[src/hw/rtl/assert_macros.svh]
// Assertion macros used by the top-level RTL of the vibrator sequencer.
// Depends on nothing; expects clk and rst_n in the including module.
`ifndef ASSERT_MACROS_SVH
`define ASSERT_MACROS_SVH

// Clocked assertion, disabled while reset is held.
`define ASSERT_CLK(label, prop, msg) \
  label: assert property (@(posedge clk) disable iff (!rst_n) (prop)) else $error(msg);

// Clocked assertion that also holds during reset.
`define ASSERT_ALWAYS(label, prop, msg) \
  label: assert property (@(posedge clk) (prop)) else $error(msg);

`endif

[src/hw/rtl/tvos_pkg.sv]
// Types and constants for the timed vibrator overdrive sequencer.
// No dependencies; used by tvos_seq_core and the top level.
package tvos_pkg;

  typedef enum logic [1:0] {
    PH_OFF   = 2'd0,
    PH_MAIN  = 2'd1,
    PH_OVER  = 2'd2,
    PH_BRAKE = 2'd3
  } phase_t;

  typedef struct packed {
    phase_t      phase;
    logic [15:0] count;
    logic        tail;
    logic [5:0]  level;
  } seq_state_t;

  typedef struct packed {
    logic [6:0]  gain_level;
    logic [15:0] max_duration_ms;
    logic        clamp_enable;
  } seq_cfg_t;

  localparam logic [1:0] CFG_GAIN_LEVEL   = 2'd0;
  localparam logic [1:0] CFG_MAX_DURATION = 2'd1;
  localparam logic [1:0] CFG_CLAMP_ENABLE = 2'd2;

  localparam logic [6:0]  GAIN_RESET      = 7'd60;
  localparam logic [15:0] MAX_DUR_RESET   = 16'd30000;
  localparam logic        CLAMP_RESET     = 1'b1;

  localparam logic       CMD_TICK        = 1'b0;
  localparam logic       CMD_ENABLE      = 1'b1;

  localparam logic [5:0]  LEVEL_MAX       = 6'd63;
  localparam logic [5:0]  LEVEL_OVERDRIVE = 6'd52;
  localparam logic [5:0]  LEVEL_BRAKE     = 6'd2;
  localparam logic [15:0] OVERDRIVE_MS    = 16'd30;
  localparam logic [15:0] TAIL_TOTAL_MS   = 16'd20;
  localparam logic [15:0] TAIL_SEG_MS     = 16'd10;

endpackage

[src/hw/rtl/timed_vibrator_overdrive_sequencer_top.sv]
// Latency: a result is valid in the cycle after the input transfer.
// Throughput: one item per cycle while out_ready is high; the output register frees itself when taken.
// The sequencer state is updated by tvos_seq_core at every input transfer.
// Reset (synchronous, active low) clears the sequence and out_valid (the output
// data registers are not reset) and loads gain 60, max 30000 ms, clamp on.
module timed_vibrator_overdrive_sequencer_top
  import tvos_pkg::*;
(
  input  logic        clk,
  input  logic        rst_n,
  input  logic        cfg_wr_en,
  input  logic [1:0]  cfg_index,
  input  logic [15:0] cfg_wdata,
  input  logic        in_valid,
  output logic        in_ready,
  input  logic        in_cmd,
  input  logic [15:0] in_duration_ms,
  output logic        out_valid,
  input  logic        out_ready,
  output logic        out_motor_on,
  output logic [5:0]  out_duty_level,
  output logic [15:0] out_remaining_ms
);

`include "assert_macros.svh"

  seq_cfg_t    cfg_r;
  seq_state_t  state_r;
  seq_state_t  state_nxt;
  logic        out_valid_r;
  logic        out_motor_on_r;
  logic [5:0]  out_duty_level_r;
  logic [15:0] out_remaining_ms_r;
  logic        in_xfer;

  assign in_ready = !out_valid_r || out_ready;
  assign in_xfer  = in_valid && in_ready;

  always_ff @(posedge clk) begin
    if (!rst_n) begin
      cfg_r.gain_level      <= GAIN_RESET;
      cfg_r.max_duration_ms <= MAX_DUR_RESET;
      cfg_r.clamp_enable    <= CLAMP_RESET;
    end else if (cfg_wr_en) begin
      unique case (cfg_index)
        CFG_GAIN_LEVEL:   cfg_r.gain_level      <= cfg_wdata[6:0];
        CFG_MAX_DURATION: cfg_r.max_duration_ms <= cfg_wdata;
        CFG_CLAMP_ENABLE: cfg_r.clamp_enable    <= cfg_wdata[0];
        default: ;
      endcase
    end
  end

  tvos_seq_core u_core (
    .cur         (state_r),
    .cfg         (cfg_r),
    .cmd         (in_cmd),
    .duration_ms (in_duration_ms),
    .nxt         (state_nxt)
  );

  always_ff @(posedge clk) begin
    if (!rst_n) begin
      state_r.phase <= PH_OFF;
      state_r.count <= 16'd0;
      state_r.tail  <= 1'b0;
      state_r.level <= 6'd0;
    end else if (in_xfer) begin
      state_r <= state_nxt;
    end
  end

  always_ff @(posedge clk) begin
    if (!rst_n) begin
      out_valid_r <= 1'b0;
    end else if (in_xfer) begin
      out_valid_r <= 1'b1;
    end else if (out_ready) begin
      out_valid_r <= 1'b0;
    end
  end

  always_ff @(posedge clk) begin
    if (in_xfer) begin
      out_motor_on_r     <= (state_nxt.level != 6'd0);
      out_duty_level_r   <= state_nxt.level;
      out_remaining_ms_r <= state_nxt.count;
    end
  end

  assign out_valid        = out_valid_r;
  assign out_motor_on     = out_motor_on_r;
  assign out_duty_level   = out_duty_level_r;
  assign out_remaining_ms = out_remaining_ms_r;

  `ASSERT_CLK(a_motor_matches_level, out_valid_r |-> (out_motor_on_r == (out_duty_level_r != 6'd0)), "motor enable disagrees with duty level")
  `ASSERT_ALWAYS(a_off_is_clear, (state_r.phase == PH_OFF) |-> (state_r.count == 16'd0 && state_r.level == 6'd0 && !state_r.tail), "idle state not cleared")
  `ASSERT_CLK(a_tail_segment_bounds, (state_r.phase == PH_OVER || state_r.phase == PH_BRAKE) |-> (state_r.count != 16'd0 && state_r.count <= TAIL_SEG_MS), "tail segment count out of range")
  `ASSERT_CLK(a_idle_tick_stays_off, (in_xfer && in_cmd == CMD_TICK && state_r.phase == PH_OFF) |=> (state_r.phase == PH_OFF), "tick woke an idle sequencer")

endmodule

[src/hw/rtl/tvos_seq_core.sv]
// Next-state logic of the vibrator sequencer for one transferred item.
// Depends on tvos_pkg.
module tvos_seq_core
  import tvos_pkg::*;
(
  input  seq_state_t  cur,
  input  seq_cfg_t    cfg,
  input  logic        cmd,
  input  logic [15:0] duration_ms,
  output seq_state_t  nxt
);

  logic [15:0] dur_clamped;
  logic        req_off;
  logic        req_long;
  logic        seg_done;
  logic [5:0]  gain_sat;
  phase_t      phase_nxt;

  always_comb begin
    dur_clamped = duration_ms;
    if (cfg.clamp_enable && (duration_ms > cfg.max_duration_ms)) begin
      dur_clamped = cfg.max_duration_ms;
    end
    req_off  = (dur_clamped == 16'd0);
    req_long = (dur_clamped > OVERDRIVE_MS);
    seg_done = (cur.count <= 16'd1);
    gain_sat = (cfg.gain_level > {1'b0, LEVEL_MAX}) ? LEVEL_MAX : cfg.gain_level[5:0];
  end

  always_comb begin
    phase_nxt = cur.phase;
    if (cmd == CMD_ENABLE) begin
      phase_nxt = req_off ? PH_OFF : PH_MAIN;
    end else if (seg_done) begin
      unique case (cur.phase)
        PH_OFF:   phase_nxt = PH_OFF;
        PH_MAIN:  phase_nxt = cur.tail ? PH_OVER : PH_OFF;
        PH_OVER:  phase_nxt = PH_BRAKE;
        PH_BRAKE: phase_nxt = PH_OFF;
        default:  phase_nxt = PH_OFF;
      endcase
    end
  end

  always_comb begin
    nxt.phase = phase_nxt;
    nxt.count = cur.count;
    nxt.tail  = cur.tail;
    nxt.level = cur.level;
    if (cmd == CMD_ENABLE) begin
      if (req_off) begin
        nxt.count = 16'd0;
        nxt.tail  = 1'b0;
        nxt.level = 6'd0;
      end else begin
        nxt.count = req_long ? (dur_clamped - TAIL_TOTAL_MS) : dur_clamped;
        nxt.tail  = req_long;
        nxt.level = gain_sat;
      end
    end else if (cur.phase != PH_OFF) begin
      if (!seg_done) begin
        nxt.count = cur.count - 16'd1;
      end else if (cur.phase == PH_MAIN && cur.tail) begin
        nxt.count = TAIL_SEG_MS;
        nxt.level = LEVEL_OVERDRIVE;
      end else if (cur.phase == PH_OVER) begin
        nxt.count = TAIL_SEG_MS;
        nxt.level = LEVEL_BRAKE;
      end else begin
        nxt.count = 16'd0;
        nxt.tail  = 1'b0;
        nxt.level = 6'd0;
      end
    end
  end

endmodule

[config.mk]
export PLATFORM = sky130hd
export DESIGN_NAME = timed_vibrator_overdrive_sequencer_top
export DESIGN_NICKNAME = d
export VERILOG_FILES = /design/src/hw/rtl/tvos_pkg.sv /design/src/hw/rtl/timed_vibrator_overdrive_sequencer_top.sv /design/src/hw/rtl/tvos_seq_core.sv
export VERILOG_INCLUDE_DIRS = /design/src /design/src/hw/rtl
export SDC_FILE = /design/constraint.sdc
export NUM_CORES = 1
export LEC_CHECK = 0
export BUFFER_PORTS_ARGS = -buffer_cell sky130_fd_sc_hd__buf_4
export CORE_MARGIN = 3
export CORE_UTILIZATION = 40
export DETAILED_ROUTE_END_ITERATION = 12
export GPL_ROUTABILITY_DRIVEN = 0
export GPL_TIMING_DRIVEN = 0
export PLACE_DENSITY_LB_ADDON = 0.15
export SYNTH_ARGS = -nofsm -noshare
export SYNTH_HDL_FRONTEND = slang
export SYNTH_HIERARCHICAL = 1
export SYNTH_SLANG_ARGS = --single-unit
[constraint.sdc]
create_clock -name clk -period 11.5 [get_ports clk]
set_input_delay 1.15 -clock clk [delete_from_list [all_inputs] [get_ports clk]]
set_output_delay 1.15 -clock clk [all_outputs]
set_load 0.005 [all_outputs]
Word-level counts from Yosys, hierarchy flattened

Cells that the tools add are included.

Word-level logic and storage cells: 64
Memories: 0
Register bits: 73
Output and inout port bits: 25
Bits in latches: 0
Bits in read-only memories: 0
Input port bits: 40
Memory bits (writable): 0

Divide/modulo/power cells: 0
Add/sub/neg operators: 2
Reduce and logical (&&, ||, !) cells: 19
Bitwise operators: 0
Order comparisons: 4
Shift-type cells: 0
Equal/unequal tests: 7
Multiply operators: 0
Multiplexer cells: 21

Operator list:

| operator                                                                          | number |
|---|---|
| 23-bit 2-to-1 mux                                                                 | 3 |
| 16-bit 2-to-1 mux                                                                 | 4 |
| 16-bit greater-than comparator                                                    | 1 |
| 16-bit by 5-bit greater-than comparator with 1-bit output (second input constant) | 1 |
| 16-bit by 1-bit <= comparator with 1-bit output (second input constant)           | 1 |
| 16-bit logical NOT                                                                | 1 |
| 16-bit by 1-bit subtractor with 16-bit output (second input constant)             | 1 |
| 16-bit by 5-bit subtractor with 16-bit output (second input constant)             | 1 |
| 6-bit 2-to-1 mux                                                                  | 2 |
| 2-bit 2-to-1 mux                                                                  | 4 |
| 2-bit AND reduction                                                               | 4 |
| 2-bit nonzero test                                                                | 4 |
| 7-bit by 6-bit greater-than comparator with 1-bit output (second input constant)  | 1 |
| 7-bit 2-to-1 mux                                                                  | 1 |
| 2-bit equality test (second input constant)                                       | 3 |
| 2-bit one-hot mux with 3 select lines                                             | 1 |
| 6-bit nonzero test                                                                | 1 |
| 1-bit 2-to-1 mux                                                                  | 5 |
| 5-bit AND reduction                                                               | 1 |
| 2-bit by 1-bit equality test with 1-bit output (second input constant)            | 2 |
| 2-bit logical NOT                                                                 | 2 |
| 4-bit 2-to-1 mux                                                                  | 1 |
| 2-bit inequality test (second input constant)                                     | 2 |
| 1-bit logical AND                                                                 | 3 |
| other kinds (3)                                                                   | 3 |

Longest topological paths before layout

Depth after elaboration: 8
Gate-level depth with buffers: 22
Mapped depth without buffers: 20

Modules after synthesis

The synthesis kept the hierarchy.

Modules (own cells, without submodules):

| module                                 | instances | area each (µm²) | seq. area each (µm²) | cells each |
|---|---|---|---|---|
| timed_vibrator_overdrive_sequencer_top | 1         | 2602.5          | 1691.6               | 238 |
| tvos_seq_core                          | 1         | 1911.8          | 0.0                  | 299 |

Least setup slack after synthesis

OpenSTA, ideal clock, no wires.

Kind: input -> register
Start: input in_duration_ms[15]
End: register state_r[10] (netlist name)
Required time: 11.428 ns
Library setup time: 0.072 ns
Path slack: 6.392 ns
Data arrival time: 5.036 ns
Stages: 19
Cell sequence: ha_1 nand4_2 or4_4 a21o_1 a31o_1 buf_2 a21oi_1 inv_1 ha_1 nand4_1 and2_1 nand4_1 a311o_1 o21ai_1 clkbuf_1 mux2_2 o22ai_1 nand2_1 mux2i_1

RTL lines:

| what                 | RTL line                                     | text |
|---|---|---|
| from (decl)          | timed_vibrator_overdrive_sequencer_top.sv:17 | `input logic [15:0] in_duration_ms,` |
| to (signal assigned) | timed_vibrator_overdrive_sequencer_top.sv:69 | `state_r <= state_nxt;` |
| to (decl)            | timed_vibrator_overdrive_sequencer_top.sv:28 | `seq_state_t state_r;` |

==> results.tsv <==
metric	value	unit
core	10940	um2
floorplan.initialDensity	41.28	%
drt-vias-per-instance	5.401	
timing.rr.end	state_r[10]$_SDFFE_PN0P_	
grt_pass1_wl	19760	um
fin_crit	5.658	ns
synthDominantCellAreaShare	22.17	%
total_length_of_routed_met2_wires	5500	um
antenna_left	0	
worstHoldEndpoint	cfg_r[16]$_SDFFE_PN0P_	
timing.critical_path.cells	buf_4 -> ha_1 -> nand4_2 -> or4_4 -> a21o_1 -> a31o_1 -> buf_2 -> a21oi_1 -> inv_1 -> ha_1 -> nand4_1 -> and2_1 -> nand4_1 -> a311o_1 -> o21ai_1 -> clkbuf_1 -> mux2_2 -> o22ai_1 -> nand2_1 -> mux2i_1	
slew_violations	0	
grt_antenna_before_repair	0	
timing_worst_slew_pin_value	0.7575	ns
drive_gt1_share	16.07	%
worst-path-max-fanout	10	
fmax	176.7	MHz
detail_route.wirelength	11860	um
syn_area	4514	um2
post-route-drc-count	0	
post-cts-setup-buffers	0	
antennaDiodeCount	0	
asyncSetResetFlopFracSynth	0	%
syn_area_per_cell	8.407	um2
top_signal_layer_used	met4	
clockRootBuffer	sky130_fd_sc_hd__clkbuf_16	
synthTopCellsByCount	sky130_fd_sc_hd__nand2_1 (114), sky130_fd_sc_hd__dfxtp_1 (50), sky130_fd_sc_hd__mux2i_1 (38)	
detailed_route_wirelength_on_metal3	653	um
global_route.overflow_total	0	
post_synth_inst_count	537	
number_of_global_route_vias_before_repair	3998	
synth.ff_latch_count	73	
drt_pre_antenna_iters	5	
h-tree-depth	3	
synth_seq_area_share	37.47	%
ctsResizeCount	0	
power	0.7404	mW
netlist_top_cells_area	sky130_fd_sc_hd__dfxtp_1 (22%), sky130_fd_sc_hd__edfxtp_1 (15%), sky130_fd_sc_hd__nand2_1 (9.5%)	
crit_path_end_kind	flip-flop	
wirelength_met1	5569	um
num_io_pins	65	
tritoncts_buffer_count	9	
dieWidth	112.2	um
power.ir.vdd_worst	0.00007951	V
synthToLayoutAreaGrowth	21.34	%
ys_types	60	
hold_path_startpoint	cfg_r[16]$_SDFFE_PN0P_	
power-per-cell-area	135.2	nW/um2
worstReg2RegStart	cfg_r[6]$_SDFFE_PN1P_	
yosys.cell_count.top_type	sky130_fd_sc_hd__nand2_1	
routed_wire_length_per_instance	15.69	um
worst_path_largest_cell_delay	0.59	ns
gr-usage-all-layers	19.28	%
largest_net_degree_at_the_start_of_global_routing	33	
hold_buffers	0	
min_period_over_period	49.20	%
outcome	complete, no violations	
vias	4083	
portBuffers	63	
synth-edff-count	23	
netlist.top_cell.by_area	sky130_fd_sc_hd__dfxtp_1	
place.detailed.hpwl	9206	um
setup_viol	0	
setup_repair_after_global_routing_missed_its_margin	no	
type_of_the_worst_setup_path	input port to flip-flop	
design.die.area	12600	um2
remaining_max_slew_budget_at_the_tightest_pin	49.50	%
clkLatencyLatePin	0.33	ns
drt-initial-drc-count	223	
total_leakage_power	2.262	nW
critical_path.startpoint_type	input port	
clock-sinks	73	
design.final.nets	671	
worstRegToRegCells	21	
cp_data_required_time	11.77	ns
clock_path_buffers	2	
synth.net_count	597	
r2r_slack	6.31	ns
cpLargestDelayFamily	compound AO/OA/AOI/OAI gates	
timing.critical_path.buf_inv	4	
crit_slowest_cell	sky130_fd_sc_hd__or4_4	
yosys_warnings	6	
min_path_type	flip-flop to flip-flop	
finalSetupTns	0	ns
finalClockSkew	0.008748	ns
max_capacitance_violation_count	0	
cts.clk_slew.worst_paths	0.06	ns
std_cell_rows	38	
floorplan.die.height	112.2	um
whs_path_depth	2	
postSynth.topFlopCell	sky130_fd_sc_hd__dfxtp_1	
filler_cell_count	1087	
cts_tree	yes	
cp.arrival	5.92	ns
hold_viol	0	
## cell families (layout without fill, tap and decap cells)
family,after synthesis,after routing,share of synthesized area [%]
adders and majority gates,20,20,5.543
AOI/OAI and AO/OA,78,78,11.75
buffers and inverters,49,128,4.739
muxes,42,42,9.506
DFF,73,73,37.47
xor gates and xnor gates,25,25,4.850
and+or+nand+nor,250,250,26.14
## through the flow
step                utilization (%)  hold slack [ns]  setup slack, ns  area, um2  std cells
floorplan                         -           0.4296            6.392       4514        537
global placement              47.21           0.4419            5.580       5162        740
detailed placement            47.21           0.4449            5.555       5162        740
CTS                           50.09           0.4529            5.912       5478        756
global route                  50.09           0.4666            5.518       5478        756
finish                        50.09           0.4538            5.842       5478        756
## cells in the final DEF (no fill, tap or decap), types with 10 or more instances in the layout
master,count
sky130_fd_sc_hd__nand2_1,114
sky130_fd_sc_hd__buf_4,65
sky130_fd_sc_hd__dfxtp_1,50
sky130_fd_sc_hd__mux2i_1,38
sky130_fd_sc_hd__nand3_1,35
sky130_fd_sc_hd__nor2_1,27
sky130_fd_sc_hd__inv_1,23
sky130_fd_sc_hd__edfxtp_1,23
sky130_fd_sc_hd__nor3_1,22
sky130_fd_sc_hd__ha_1,20
sky130_fd_sc_hd__xnor2_1,19
sky130_fd_sc_hd__a21oi_1,15
sky130_fd_sc_hd__clkbuf_1,14
sky130_fd_sc_hd__nor4_1,12
sky130_fd_sc_hd__o21ai_0,12
sky130_fd_sc_hd__o21ai_1,12
sky130_fd_sc_hd__clkbuf_16,10
## report_power, final
group          switching [mW]  total (mW)  internal, mW
combinational          0.0842       0.150        0.0654
clock                   0.109       0.291         0.182
sequential             0.0130       0.300         0.287
total                   0.206       0.740         0.534
## flip-flops by register name (all words and copies together) (netlist names)
register          count
state_r              25
out_duty_level        6
out_remaining_ms     16
out_valid             1
cfg_r                24
out_motor_on          1
## worst max-delay path by stage
stage | depth (start not counted) | slack [ns] | to | start
floorplan | 19 | 6.39 | state_r[10]$_SDFFE_PN0P_ | in_duration_ms[15]
global placement | 20 | 5.58 | state_r[10]$_SDFFE_PN0P_ | in_duration_ms[15]
global route | 20 | 5.52 | state_r[10]$_SDFFE_PN0P_ | in_duration_ms[15]
finish | 20 | 5.84 | state_r[10]$_SDFFE_PN0P_ | in_duration_ms[15]
detailed placement | 20 | 5.56 | state_r[10]$_SDFFE_PN0P_ | in_duration_ms[15]
CTS | 20 | 5.91 | state_r[10]$_SDFFE_PN0P_ | in_duration_ms[15]
## cell type report
type	count	area, um2	area share [%]
multi-input combinational	415	2609	47.62
timing repair buffer	63	473.0	8.634
clock buffer	11	254.0	4.637
sequential	73	1692	30.88
inverter	23	86.33	1.576
clock inverter	5	61.31	1.119
buffer	26	127.6	2.330
tap	140	175.2	3.198
## routing by layer
layer	vias up	track usage, %
met5	-	0
met4	0	4.728
met3	15	3.450
met2	124	32.34
met1	1887	25.87
li1	2057	-
## tightest hold or removal path: stages, from the launching register on
cell	delay, ns
sky130_fd_sc_hd__dfxtp_1	0.31
sky130_fd_sc_hd__nand3_1	0.06
sky130_fd_sc_hd__nand2_1	0.04
Power figures use the tool's default switching activity.
